## config.mk

```make
export PLATFORM = sky130hd
export DESIGN_NAME = lcd_ddram_capture
export DESIGN_NICKNAME = d
export VERILOG_FILES = /design/src/rtl/lcdcap_pkg.sv /design/src/rtl/lcdcap_ctrl.sv /design/src/rtl/lcdcap_dp.sv /design/src/rtl/lcd_ddram_capture.sv
export SDC_FILE = /design/constraint.sdc
export NUM_CORES = 1
export LEC_CHECK = 0
export ABC_AREA = 1
export BUFFER_PORTS_ARGS = -buffer_cell sky130_fd_sc_hd__buf_2
export CAP_MARGIN = 15
export CORE_UTILIZATION = 51
export CTS_CLUSTER_DIAMETER = 120
export DETAILED_ROUTE_END_ITERATION = 10
export PLACE_DENSITY = 0.67
export SLEW_MARGIN = 10
export SYNTH_ARGS = -nofsm -noshare
export SYNTH_HDL_FRONTEND = slang
export SYNTH_HIERARCHICAL = 1
export SYNTH_SLANG_ARGS = --single-unit
```

## constraint.sdc

```tcl
create_clock -name clk -period 4.7 [get_ports clk]
set_input_delay 0.94 -clock clk [delete_from_list [all_inputs] [get_ports clk]]
set_output_delay 0.94 -clock clk [all_outputs]
set_load 0.02 [all_outputs]
```

## src/rtl/lcdcap_pkg.sv

```systemverilog
// ----------------------------------------------------------------------------
// lcdcap_pkg
// types and constants of the display text capture block
// ----------------------------------------------------------------------------
`timescale 1ns / 1ps

package lcdcap_pkg;

  // request commands
  localparam logic [1:0] CMD_FRAME     = 2'd0;
  localparam logic [1:0] CMD_SET_READ  = 2'd1;
  localparam logic [1:0] CMD_READ_BYTE = 2'd2;
  localparam logic [1:0] CMD_CLEAR_SWP = 2'd3;

  localparam logic [7:0] FRAME_BYTES = 8'd6;
  localparam logic [6:0] ROW2_OFFSET = 7'd16;

  // controller to datapath
  typedef struct packed {
    logic capture;
    logic execute;
  } dp_cmd_t;

endpackage

```

## src/rtl/lcdcap_ctrl.sv

```systemverilog
// ----------------------------------------------------------------------------
// lcdcap_ctrl
// sequencer: capture a request, execute it, then hold the result until taken
// ----------------------------------------------------------------------------
`timescale 1ns / 1ps

module lcdcap_ctrl (
  input  logic                clk,
  input  logic                rst_n,
  input  logic                in_valid,
  output logic                in_stall,
  output logic                out_valid,
  input  logic                out_stall,
  output lcdcap_pkg::dp_cmd_t cmd
);
  import lcdcap_pkg::*;

  localparam logic [1:0] S_IDLE = 2'd0;
  localparam logic [1:0] S_EXEC = 2'd1;
  localparam logic [1:0] S_DONE = 2'd2;

  logic [1:0] state_r;
  logic [1:0] state_nxt;

  always_comb begin
    state_nxt = state_r;
    case (state_r)
      S_IDLE: begin
        if (in_valid) begin
          state_nxt = S_EXEC;
        end
      end
      S_EXEC: state_nxt = S_DONE;
      S_DONE: begin
        if (!out_stall) begin
          state_nxt = S_IDLE;
        end
      end
      default: state_nxt = S_IDLE;
    endcase
  end

  always_ff @(posedge clk) begin
    if (!rst_n) begin
      state_r <= S_IDLE;
    end else begin
      state_r <= state_nxt;
    end
  end

  assign in_stall    = (state_r != S_IDLE);
  assign out_valid   = (state_r == S_DONE);
  assign cmd.capture = (state_r == S_IDLE) && in_valid;
  assign cmd.execute = (state_r == S_EXEC);

endmodule

```

## src/rtl/lcdcap_dp.sv

```systemverilog
// ----------------------------------------------------------------------------
// lcdcap_dp
// request registers, character banks, pointer and flag registers
// ----------------------------------------------------------------------------
`timescale 1ns / 1ps

module lcdcap_dp #(
  parameter int BANK_BYTES = 32
) (
  input  logic                clk,
  input  logic                rst_n,
  input  lcdcap_pkg::dp_cmd_t cmd,
  input  logic [1:0]          in_command,
  input  logic [7:0]          in_frame_length,
  input  logic [7:0]          in_third_byte,
  input  logic [7:0]          in_sixth_byte,
  input  logic [4:0]          in_read_index,
  input  logic                in_reading_value,
  output logic [7:0]          out_read_data,
  output logic                out_swapped_flag
);
  import lcdcap_pkg::*;

  localparam int DEPTH = 2 * BANK_BYTES;
  localparam int AW    = $clog2(DEPTH);

  // captured request
  logic [1:0] command_r;
  logic [7:0] frame_length_r;
  logic [7:0] third_byte_r;
  logic [7:0] sixth_byte_r;
  logic [4:0] read_index_r;
  logic       reading_value_r;

  // character store, entries without a valid bit read as zero
  logic [7:0]       mem [DEPTH];
  logic [DEPTH-1:0] vld_r;
  logic [7:0]       rd_mem_r;
  logic             rd_ok_r;

  logic       wsel_r, wsel_nxt;
  logic [6:0] pos_r, pos_nxt;
  logic       skip_r, skip_nxt;
  logic       reading_r, reading_nxt;
  logic       swapped_r, swapped_nxt;

  logic [7:0]    value;
  logic          rs;
  logic          frame_ok;
  logic          wr_en;
  logic          rd_hit;
  logic [AW-1:0] wr_base;
  logic [AW-1:0] rd_base;
  logic [AW-1:0] waddr;
  logic [AW-1:0] raddr;

  always_ff @(posedge clk) begin
    if (cmd.capture) begin
      command_r       <= in_command;
      frame_length_r  <= in_frame_length;
      third_byte_r    <= in_third_byte;
      sixth_byte_r    <= in_sixth_byte;
      read_index_r    <= in_read_index;
      reading_value_r <= in_reading_value;
    end
  end

  assign value    = {third_byte_r[7:4], sixth_byte_r[7:4]};
  assign rs       = sixth_byte_r[0];
  assign frame_ok = (command_r == CMD_FRAME) && (frame_length_r == FRAME_BYTES);
  assign wr_base  = wsel_r ? AW'(BANK_BYTES) : '0;
  assign rd_base  = wsel_r ? '0 : AW'(BANK_BYTES);
  assign waddr    = wr_base + AW'(pos_r);
  assign raddr    = rd_base + AW'(read_index_r);
  assign rd_hit   = (command_r == CMD_READ_BYTE)
                    && ({2'b00, read_index_r} < 7'(BANK_BYTES));

  always_comb begin
    wsel_nxt    = wsel_r;
    pos_nxt     = pos_r;
    skip_nxt    = skip_r;
    reading_nxt = reading_r;
    swapped_nxt = swapped_r;
    wr_en       = 1'b0;
    case (command_r)
      CMD_FRAME: begin
        if (frame_ok) begin
          if (rs) begin
            if (skip_r) begin
              skip_nxt = 1'b0;
            end else if (pos_r < 7'(BANK_BYTES)) begin
              wr_en   = 1'b1;
              pos_nxt = pos_r + 7'd1;
            end
          end else if (value[7]) begin
            if (value[6]) begin
              // second row starts at offset 16
              pos_nxt = {1'b0, value[5:0]} + ROW2_OFFSET;
            end else begin
              pos_nxt = value[6:0];
              if ((value[6:0] == 7'd0) && !reading_r) begin
                wsel_nxt    = ~wsel_r;
                swapped_nxt = 1'b1;
              end
            end
          end else if (value[6]) begin
            // character generator address: next data byte is dropped
            skip_nxt = 1'b1;
          end
        end
      end
      CMD_SET_READ:  reading_nxt = reading_value_r;
      CMD_READ_BYTE: ;
      CMD_CLEAR_SWP: swapped_nxt = 1'b0;
      default: ;
    endcase
  end

  always_ff @(posedge clk) begin
    if (!rst_n) begin
      wsel_r    <= 1'b1;
      pos_r     <= '0;
      skip_r    <= 1'b0;
      reading_r <= 1'b0;
      swapped_r <= 1'b0;
      vld_r     <= '0;
      rd_ok_r   <= 1'b0;
    end else if (cmd.execute) begin
      wsel_r    <= wsel_nxt;
      pos_r     <= pos_nxt;
      skip_r    <= skip_nxt;
      reading_r <= reading_nxt;
      swapped_r <= swapped_nxt;
      rd_ok_r   <= rd_hit && vld_r[raddr];
      if (wr_en) begin
        vld_r[waddr] <= 1'b1;
      end
    end
  end

  always_ff @(posedge clk) begin
    if (cmd.execute) begin
      if (wr_en) begin
        mem[waddr] <= value;
      end
      rd_mem_r <= mem[raddr];
    end
  end

  assign out_read_data    = rd_ok_r ? rd_mem_r : 8'd0;
  assign out_swapped_flag = swapped_r;

endmodule

```

## src/rtl/lcd_ddram_capture.sv

```systemverilog
// ----------------------------------------------------------------------------
// lcd_ddram_capture
// captures the two-row text written to a 4-bit character display via a
// port expander, in two swapping banks
// ----------------------------------------------------------------------------
// usage
//   input channel: one request per handshake; command 0 is a bus write frame
//   (only six-byte frames act), 1 sets the reading flag, 2 reads a byte of
//   the read bank, 3 clears the swapped flag
//   result channel: one result per request, read_data (zero unless a byte
//   read hits the bank) and swapped_flag as left by the request
//   order: a taken request is executed, then its result is valid in the hold
//   step; the capture, execute and hold steps of the sequencer run in turn and
//   no new request is taken until the result of the last one is taken, one
//   memory access happening in the execute step
//   reset: banks read as zero, upper half is the write bank, pointer and
//   flags cleared; no clearing pass is needed
//   stall: the result is held unchanged and no new request is taken until
//   the result has been taken
// ----------------------------------------------------------------------------
`timescale 1ns / 1ps

module lcd_ddram_capture #(
  parameter int BANK_BYTES = 32
) (
  input  logic       clk,
  input  logic       rst_n,
  input  logic       in_valid,
  output logic       in_stall,
  input  logic [1:0] in_command,
  input  logic [7:0] in_frame_length,
  input  logic [7:0] in_third_byte,
  input  logic [7:0] in_sixth_byte,
  input  logic [4:0] in_read_index,
  input  logic       in_reading_value,
  output logic       out_valid,
  input  logic       out_stall,
  output logic [7:0] out_read_data,
  output logic       out_swapped_flag
);
  import lcdcap_pkg::*;

  dp_cmd_t cmd;

  lcdcap_ctrl u_ctrl (
    .clk       (clk),
    .rst_n     (rst_n),
    .in_valid  (in_valid),
    .in_stall  (in_stall),
    .out_valid (out_valid),
    .out_stall (out_stall),
    .cmd       (cmd)
  );

  lcdcap_dp #(
    .BANK_BYTES (BANK_BYTES)
  ) u_dp (
    .clk              (clk),
    .rst_n            (rst_n),
    .cmd              (cmd),
    .in_command       (in_command),
    .in_frame_length  (in_frame_length),
    .in_third_byte    (in_third_byte),
    .in_sixth_byte    (in_sixth_byte),
    .in_read_index    (in_read_index),
    .in_reading_value (in_reading_value),
    .out_read_data    (out_read_data),
    .out_swapped_flag (out_swapped_flag)
  );

endmodule

```

# --- Yosys cells after proc, flatten, opt, wreduce, memory -nomap -nowiden ---
# Memories as Yosys holds them, arrays and structs flattened. A register that Yosys moved wholly into a read port is not among the register bits.
# Index checks and enable logic that the tools add are counted.
totals:
  register_bits: 110
  ram_bits: 512
  in_bits: 36
  out_inout_bits: 11
  elab_cells: 95
  mem_count: 1
op_classes:
  addsub: 4
  order_cmp: 4
  eq_ne: 16
  muxes: 32
  bitwise_logic: 4
  n_reduce_logical: 20
memory_table:
  columns: ["name", "depth", "width", "rd", "rd_ports_with_merged_regs", "wr", "line", "source"]
  rows:
  - ["u_dp.mem", 64, 8, 1, 1, 1, "lcdcap_dp.sv:36", "logic [7:0] mem [DEPTH];"]
ops:
  columns: ["cell", "count"]
  rows:
  - ["$or 64x64->64", 1]
  - ["$mux 7", 5]
  - ["$mux 1", 18]
  - ["$ne 2x2->1 const B", 8]
  - ["$lt 6x7->1 const B", 2]
  - ["$reduce_and 7->1", 2]
  - ["$mux 6", 2]
  - ["$eq 8x3->1 const B", 1]
  - ["$mux 8", 1]
  - ["$reduce_bool 2->1", 4]
  - ["$add 6x5->7 const B", 1]
  - ["$add 7x1->7 const B", 1]
  - ["$logic_not 7->1", 1]
  - ["$lt 7x6->1 const B", 1]
  - ["$add 6x5->6", 1]
  - ["$add 6x6->6", 1]
  - ["$bmux 1 s6", 1]
  - ["$demux 1 s6", 1]
  - ["$eq 2x2->1 const B", 3]
  - ["$ge 6x1->1 const B", 1]
  - ["$pmux 2 s3", 1]
  - ["$reduce_and 2->1", 3]
  - ["$reduce_and 6->1", 1]
  - ["$logic_and 1x1->1", 5]
  - ["8 further kinds", 14]

# --- Depth between registers and ports, before layout ---
# Gate-level depths: netlist of run 1.
depth:
  word_depth: 9
  depth_mapped: 14
  ltp_nobuf: 13

# --- Modules after synthesis ---
# The synthesis of run 1 kept the hierarchy.
by_module_without_submodules:
  columns: ["mod", "n_inst", "cells_per_inst", "area_per_inst_um2", "seq_area_each_um2"]
  rows:
  - ["lcdcap_dp", 1, 2184, 25001.5, 17887.2]
  - ["lcdcap_ctrl", 1, 15, 115.1, 40.0]

# --- Worst setup path before layout of run 1 ---
# No wires, ideal clock.
synth_timing:
  path_type: "input-to-reg"
  start: "in in_valid"
  end: "reg u_dp.command_r[0], enable pin"
  setup_time_ns: 0.407
  arrival_time_ns: 2.064
  setup_slack_ns: 2.230
  cell_stages: 2
  path_buffers: 0
  cell_sequence: "inv_1 -> nor2_1"
synth_rtl:
  columns: ["element", "line", "source"]
  rows:
  - ["from (decl)", "lcd_ddram_capture.sv:28", "input logic in_valid,"]
  - ["to (signal assigned)", "lcdcap_dp.sv:59", "command_r <= in_command;"]
  - ["to (decl)", "lcdcap_dp.sv:28", "logic [1:0] command_r;"]

==> qor.yml, run 1 <==
status: "completed"
fin_crit_sh_pct: 70.7
initialDrtViolationCount: 1957
syn_avg_cell_area_um2: 11.4
antenna_found_initial: 0
power_density_nw_per_um2: 420
route.detailed.drc: 0
syn-num-nets: 2238
dp_hpwl_mm: 33.2
min_path_cells: 2
cts_inserted_buffers: 60
pre_cts_slack_ns: 1.35
grtUsageTotal_pct: 25.2
syn-cell-area_um2: 25100
drive_above_1_share_pct: 8.61
fin_setup_tns_ns: 0
setup_viol: 0
grt_pass1_wl_mm: 95.6
critPathMaxStageDelay_ns: 0.94
synth_edf_count: 545
syn2layout_area_growth_pct: 10.5
reg2reg_from: "u_ctrl/state_r[1]"
cts.clk_slew.worst_paths_ns: 0.06
synthCells: 2199
ys_types: 37
critical_path_arrival_ns: 3.57
p_leak_nw: 9.62
cts_sinks: 623
hold_viol: 0
worstMarginPinSlew_ns: 1.08
ant_nets: 0
rsz0062_at_grt: "false"
dieArea_um2: 50100
dieWidth_um: 224
final_common_cell: "edfxtp_1"
cp-start-kind: "flip-flop"
ys_ff_latch: 623
cts_resized: 0
crit_type: "flip-flop to flip-flop"
cts.path.max_buffers: 3
ys_warn_count: 6
start_util_pct: 52.2
worstRegToRegCells: 9
max-cap-violations: 0
ys.flop_type: "edfxtp_1"
grt_pass1_vias: 16400
final.setup_skew_ns: 0.0254
hold_path_class: "flip-flop to flip-flop"
period_needed_ns: 3.32
crit_slowest_cell: "nor2_1"
nets: 2229
clk_latency_ns: 0.63
num_vias: 17000
port_buffers: 39
slew_viol_final: 0
cts_tree: "done"
grt_max_degree: 189
yosysSeqAreaShare_pct: 71.4
required_ns: 4.95
setup_ws_ns: 1.38
vdd_drop_max_uv: 333
endpoint_kind: "flip-flop"
rows: 80
coreArea_um2: 48100
gp_congestion: 0.826
io_pins: 47
routed_via_density: 5.87
fmax_mhz: 301
post_cts_buffers: 0
drtPass1Iterations: 5
routed_wl_mm: 62.6
ys_async_sr_fraction_pct: 0
crit_fanout: 12
hold_path_startpoint: "u_dp/vld_r[6]"
die_h_um: 224
grt_overflow: 0
hold_buffers: 0
holdPathEnd: "u_dp/vld_r[6]"
crit_chain: "inv_2, nand2_2, inv_1, nand3_1, nor2_2, nand2_2, nor2_4, nand3_1, nor2_1"
fillCellCount: 3902
timing.rr.end: "u_dp/mem[49][3]"
max-slew-margin-rel_pct: 27.9
clockRootBuffer: "clkbuf_16"
wl_per_cell_um: 21.6
h-tree-depth: 2
r2r_slack_ns: 1.38
layout_common_cells: "edfxtp_1 (545), nor2_1 (454), o21ai_0 (315)"
==> cell families (layout without fill, tap and decap cells) <==
| group | count (synthesis) | count (layout) | synth area share (%) |
|---|---|---|---|
| AND/OR/NAND/NOR | 853 | 853 | 13.8 |
| AO/OA/AOI/OAI | 496 | 496 | 10.6 |
| XOR/XNOR | 2 | 2 | 0.0698 |
| other | 0 | 1 | 0 |
| buffers and inverters | 222 | 265 | 3.95 |
| flip-flops | 623 | 623 | 71.4 |
| adder cells (fa/ha/maj) | 3 | 3 | 0.149 |
==> how the worst max path moves through the flow <==
stage | slack, ns | depth (start not counted) | from | endpoint
floorplan | 2.23 | 2 | in_valid | u_dp/command_r[0]
detailed placement | 1.35 | 9 | u_ctrl/state_r[1] | u_dp/mem[49][4]
CTS | 1.35 | 9 | u_ctrl/state_r[1] | u_dp/mem[49][3]
global placement | 1.42 | 9 | u_ctrl/state_r[1] | u_dp/mem[49][4]
global route | 1.26 | 9 | u_ctrl/state_r[1] | u_dp/mem[49][3]
finish | 1.38 | 9 | u_ctrl/state_r[1] | u_dp/mem[49][3]
==> final cells by class <==
type                       instances  area (um2)  share of cell area (%)
clock buffer                      79        1690                    6.07
multi-input combinational       1354        6200                    22.3
clock inverter                    35         322                    1.16
antenna                            1        2.50                 0.00902
sequential                       623       17900                    64.6
timing repair buffer              64         445                    1.61
tap                              656         821                    2.96
inverter                          87         343                    1.24
==> state kept, by name, indices dropped and copies added, names as in the netlist <==
name / count
u_dp/third_byte_r: 4
u_dp/reading_value_r: 1
u_dp/vld_r: 64
u_ctrl/state_r: 2
u_dp/frame_length_r: 8
u_dp/skip_r: 1
u_dp/rd_ok_r: 1
u_dp/read_index_r: 5
u_dp/command_r: 2
u_dp/rd_mem_r: 8
u_dp/wsel_r: 1
u_dp/reading_r: 1
u_dp/pos_r: 7
u_dp/sixth_byte_r: 5
u_dp/out_swapped_flag: 1
u_dp/mem: 512
==> synth_stat cells, types with 3 or more instances <==
library cell  instances  area [um2]
o21ai_1              23         115
nor2_1              455        1710
dfxtp_1              78        1560
a31oi_1               6        37.5
ha_1                  3        37.5
buf_1                 6        22.5
nand4_1               6        37.5
nand2_2               4        25.0
inv_1                72         270
clkbuf_1             64         240
a21oi_1              19        95.1
buf_2                45         225
buf_6                 5        56.3
o22ai_1             128         801
nor2_4                3        33.8
o21ai_0             315        1580
inv_2                10        37.5
nor3_4                3        48.8
inv_4                 3        18.8
nor2_2               10        62.6
nand2_1             283        1060
edfxtp_1            545       16400
nand3_1              73         365
buf_4                15         113
nor3_1                8        40.0
==> through the flow <==
step                      hold slack [ns]  util, %  instances  cell area [um2]  total power, W
after floorplan                     0.438        -       2199            25100         0.00664
after global placement              0.449     53.5       2784            25700         0.00688
after detailed placement            0.458     53.5       2784            25700         0.00690
after CTS                           0.456     57.6       2898            27700          0.0117
after global routing                0.476     57.6       2898            27700          0.0120
final                               0.466     57.6       2899            27700          0.0116
==> power by group <==
| part | switching (W) | internal [W] | total [W] |
|---|---|---|---|
| Sequential | 0.0000123 | 0.00605 | 0.00606 |
| Combinational | 0.000551 | 0.000174 | 0.000725 |
| Clock | 0.00202 | 0.00284 | 0.00486 |
| Total | 0.00258 | 0.00906 | 0.0116 |
==> critical path: cells and delay by family (launching register included) <==
kind | cells | cell delay (ns)
simple gates | 7 | 2.14
buf+inv | 2 | 0.47
flops | 1 | 0.33
==> per-layer routing <==
layer	up-vias	part of all wire [%]	track usage [%]
li1	7745	-	-
met1	8348	42	35.6
met2	779	46	39.1
met3	143	8.0	3.52
met4	0	3.7	11.2
met5	-	0	0
Note: power is estimated with default switching activity, not from simulation.
==> inputs of run 2 (changes only) <==
==> constraint.sdc (replaced) <==
create_clock -name clk -period 3.48 [get_ports clk]
set_input_delay 0.696 -clock clk [delete_from_list [all_inputs] [get_ports clk]]
set_output_delay 0.696 -clock clk [all_outputs]
set_load 0.02 [all_outputs]
==> qor.yml, run 2 (synthesis gave the netlist of run 1 again) <==
max-cap-violations: 0
p_leak_nw: 9.88
crit_type: "flip-flop to flip-flop"
rows: 80
die_h_um: 224
drtPass1Iterations: 5
rsz0062_at_grt: "false"
vdd_drop_max_uv: 425
antenna_found_initial: 0
cp-start-kind: "flip-flop"
crit_fanout: 12
setup_viol: 0
top_register: "u_dp/mem"
fin_crit_sh_pct: 80.8
cts.path.max_buffers: 3
power_density_nw_per_um2: 565
hold_buffers: 0
fillCellCount: 3887
grt_overflow: 0
required_ns: 3.74
wl_per_cell_um: 21.4
critical_path_arrival_ns: 3.07
cts_tree: "done"
final.setup_skew_ns: 0.0164
max-slew-margin-rel_pct: 30.9
p_clk_share_pct: 42.2
clockRootBuffer: "clkbuf_16"
fmax_mhz: 356
routed_via_density: 5.75
worstMarginPinSlew_ns: 1.04
largest_reg_flops: 512
period_needed_ns: 2.81
grt_pass1_wl_mm: 96.3
clk_latency_ns: 0.63
p_seq_share_pct: 51.5
power.total_w: 0.0159
num_vias: 16900
dp_hpwl_mm: 35.0
fin_setup_tns_ns: 0
dieArea_um2: 50100
comb_power_share_pct: 6.2
drive_above_1_share_pct: 10.5
gp_congestion: 0.863
initialDrtViolationCount: 1747
ant_nets: 0
post_cts_buffers: 0
grt_max_degree: 145
route.detailed.drc: 0
routed_wl_mm: 62.9
cts_resized: 0
h-tree-depth: 2
grtUsageTotal_pct: 25.4
start_util_pct: 52.2
syn2layout_area_growth_pct: 12.1
p_int_w: 0.0124
cts_sinks: 623
nets: 2270
hold_path_class: "primary input to flip-flop"
slew_viol_final: 0
hold_viol: 0
coreArea_um2: 48100
grt_pass1_vias: 16500
endpoint_kind: "flip-flop"
netSwitchingFraction_pct: 22.1
cts_inserted_buffers: 61
p_switching_w: 0.00351
top_regs: "u_dp/mem x512, u_dp/vld_r x64"
layout_common_cells: "edfxtp_1 (545), nor2_1 (454), o21ai_0 (315)"
cts.clk_slew.worst_paths_ns: 0.06
io_pins: 47
port_buffers: 39
final_common_cell: "edfxtp_1"
status: "completed"
dieWidth_um: 224
-- run 2: cell types whose count changed in the layout (fill, tap and decap cells not counted), sizes merged --
cell      change
inv           +4
buf          +40
clkinvlp      +1
clkbuf        +8
clkinv       -11
-- run 2: worst paths after layout --
path | from | to | slack, ns | cells after the start
setup reg to reg | u_ctrl/state_r[1] | u_dp/mem[43][3] | 0.67 | 12
hold reg to reg | u_dp/vld_r[1] | u_dp/vld_r[1] | 0.47 | 2
hold / removal | in_frame_length[4] | u_dp/frame_length_r[4] | 0.25 | 1
setup / recovery | u_ctrl/state_r[1] | u_dp/mem[43][3] | 0.67 | 12
-- run 2: power by group through the flow --
stage          sequential (W)  combinational, W  clock [W]
2_1_floorplan         0.00840          0.000566          0
3_3_place_gp          0.00836          0.000956          0
3_5_place_dp          0.00836          0.000977          0
4_1_cts               0.00820          0.000982    0.00681
5_1_grt               0.00820           0.00108    0.00707
6_report              0.00820          0.000994    0.00672
-- run 2: critical path, stage by stage (launching register included) --
cell and delay (ns):
dfxtp_1 0.33, inv_2 0.08, nand2_2 0.06, inv_1 0.05, buf_4 0.20, nand3_1 0.11, nor2_2 0.10, nand2_2 0.10
nor2_4 0.16, inv_4 0.11, nor3_4 0.56, nand2_1 0.13, inv_1 0.45
-- run 2: layer usage --
metal  GRT usage, %  vias to the layer above  part of all wire, %
li1               -                     7835                    -
met1           35.2                     8284                   42
met2           40.7                      682                   47
met3           3.41                      120                  7.6
met4           10.5                        0                  3.3
met5              0                        -                    0
-- run 2: layout make-up --
cell class / count / area (um2) / area share (%)
Timing Repair Buffer: 104 / 796 / 2.83
Multi-Input combinational cell: 1354 / 6200 / 22.0
Clock inverter: 29 / 308 / 1.09
Inverter: 87 / 339 / 1.20
Tap cell: 656 / 821 / 2.91
Antenna cell: 1 / 2.50 / 0.00889
Sequential cell: 623 / 17900 / 63.7
Clock buffer: 87 / 1770 / 6.27
-- run 2: through the flow --
step	area [um2]	setup slack, ns	instances	hold WS [ns]	utilization (%)
after floorplan	25100	1.25	2199	0.438	-
after global placement	26100	0.796	2824	0.448	54.2
after detailed placement	26100	0.730	2824	0.459	54.2
after CTS	28200	0.720	2940	0.216	58.5
after global routing	28200	0.525	2940	0.231	58.5
final	28200	0.669	2941	0.248	58.5
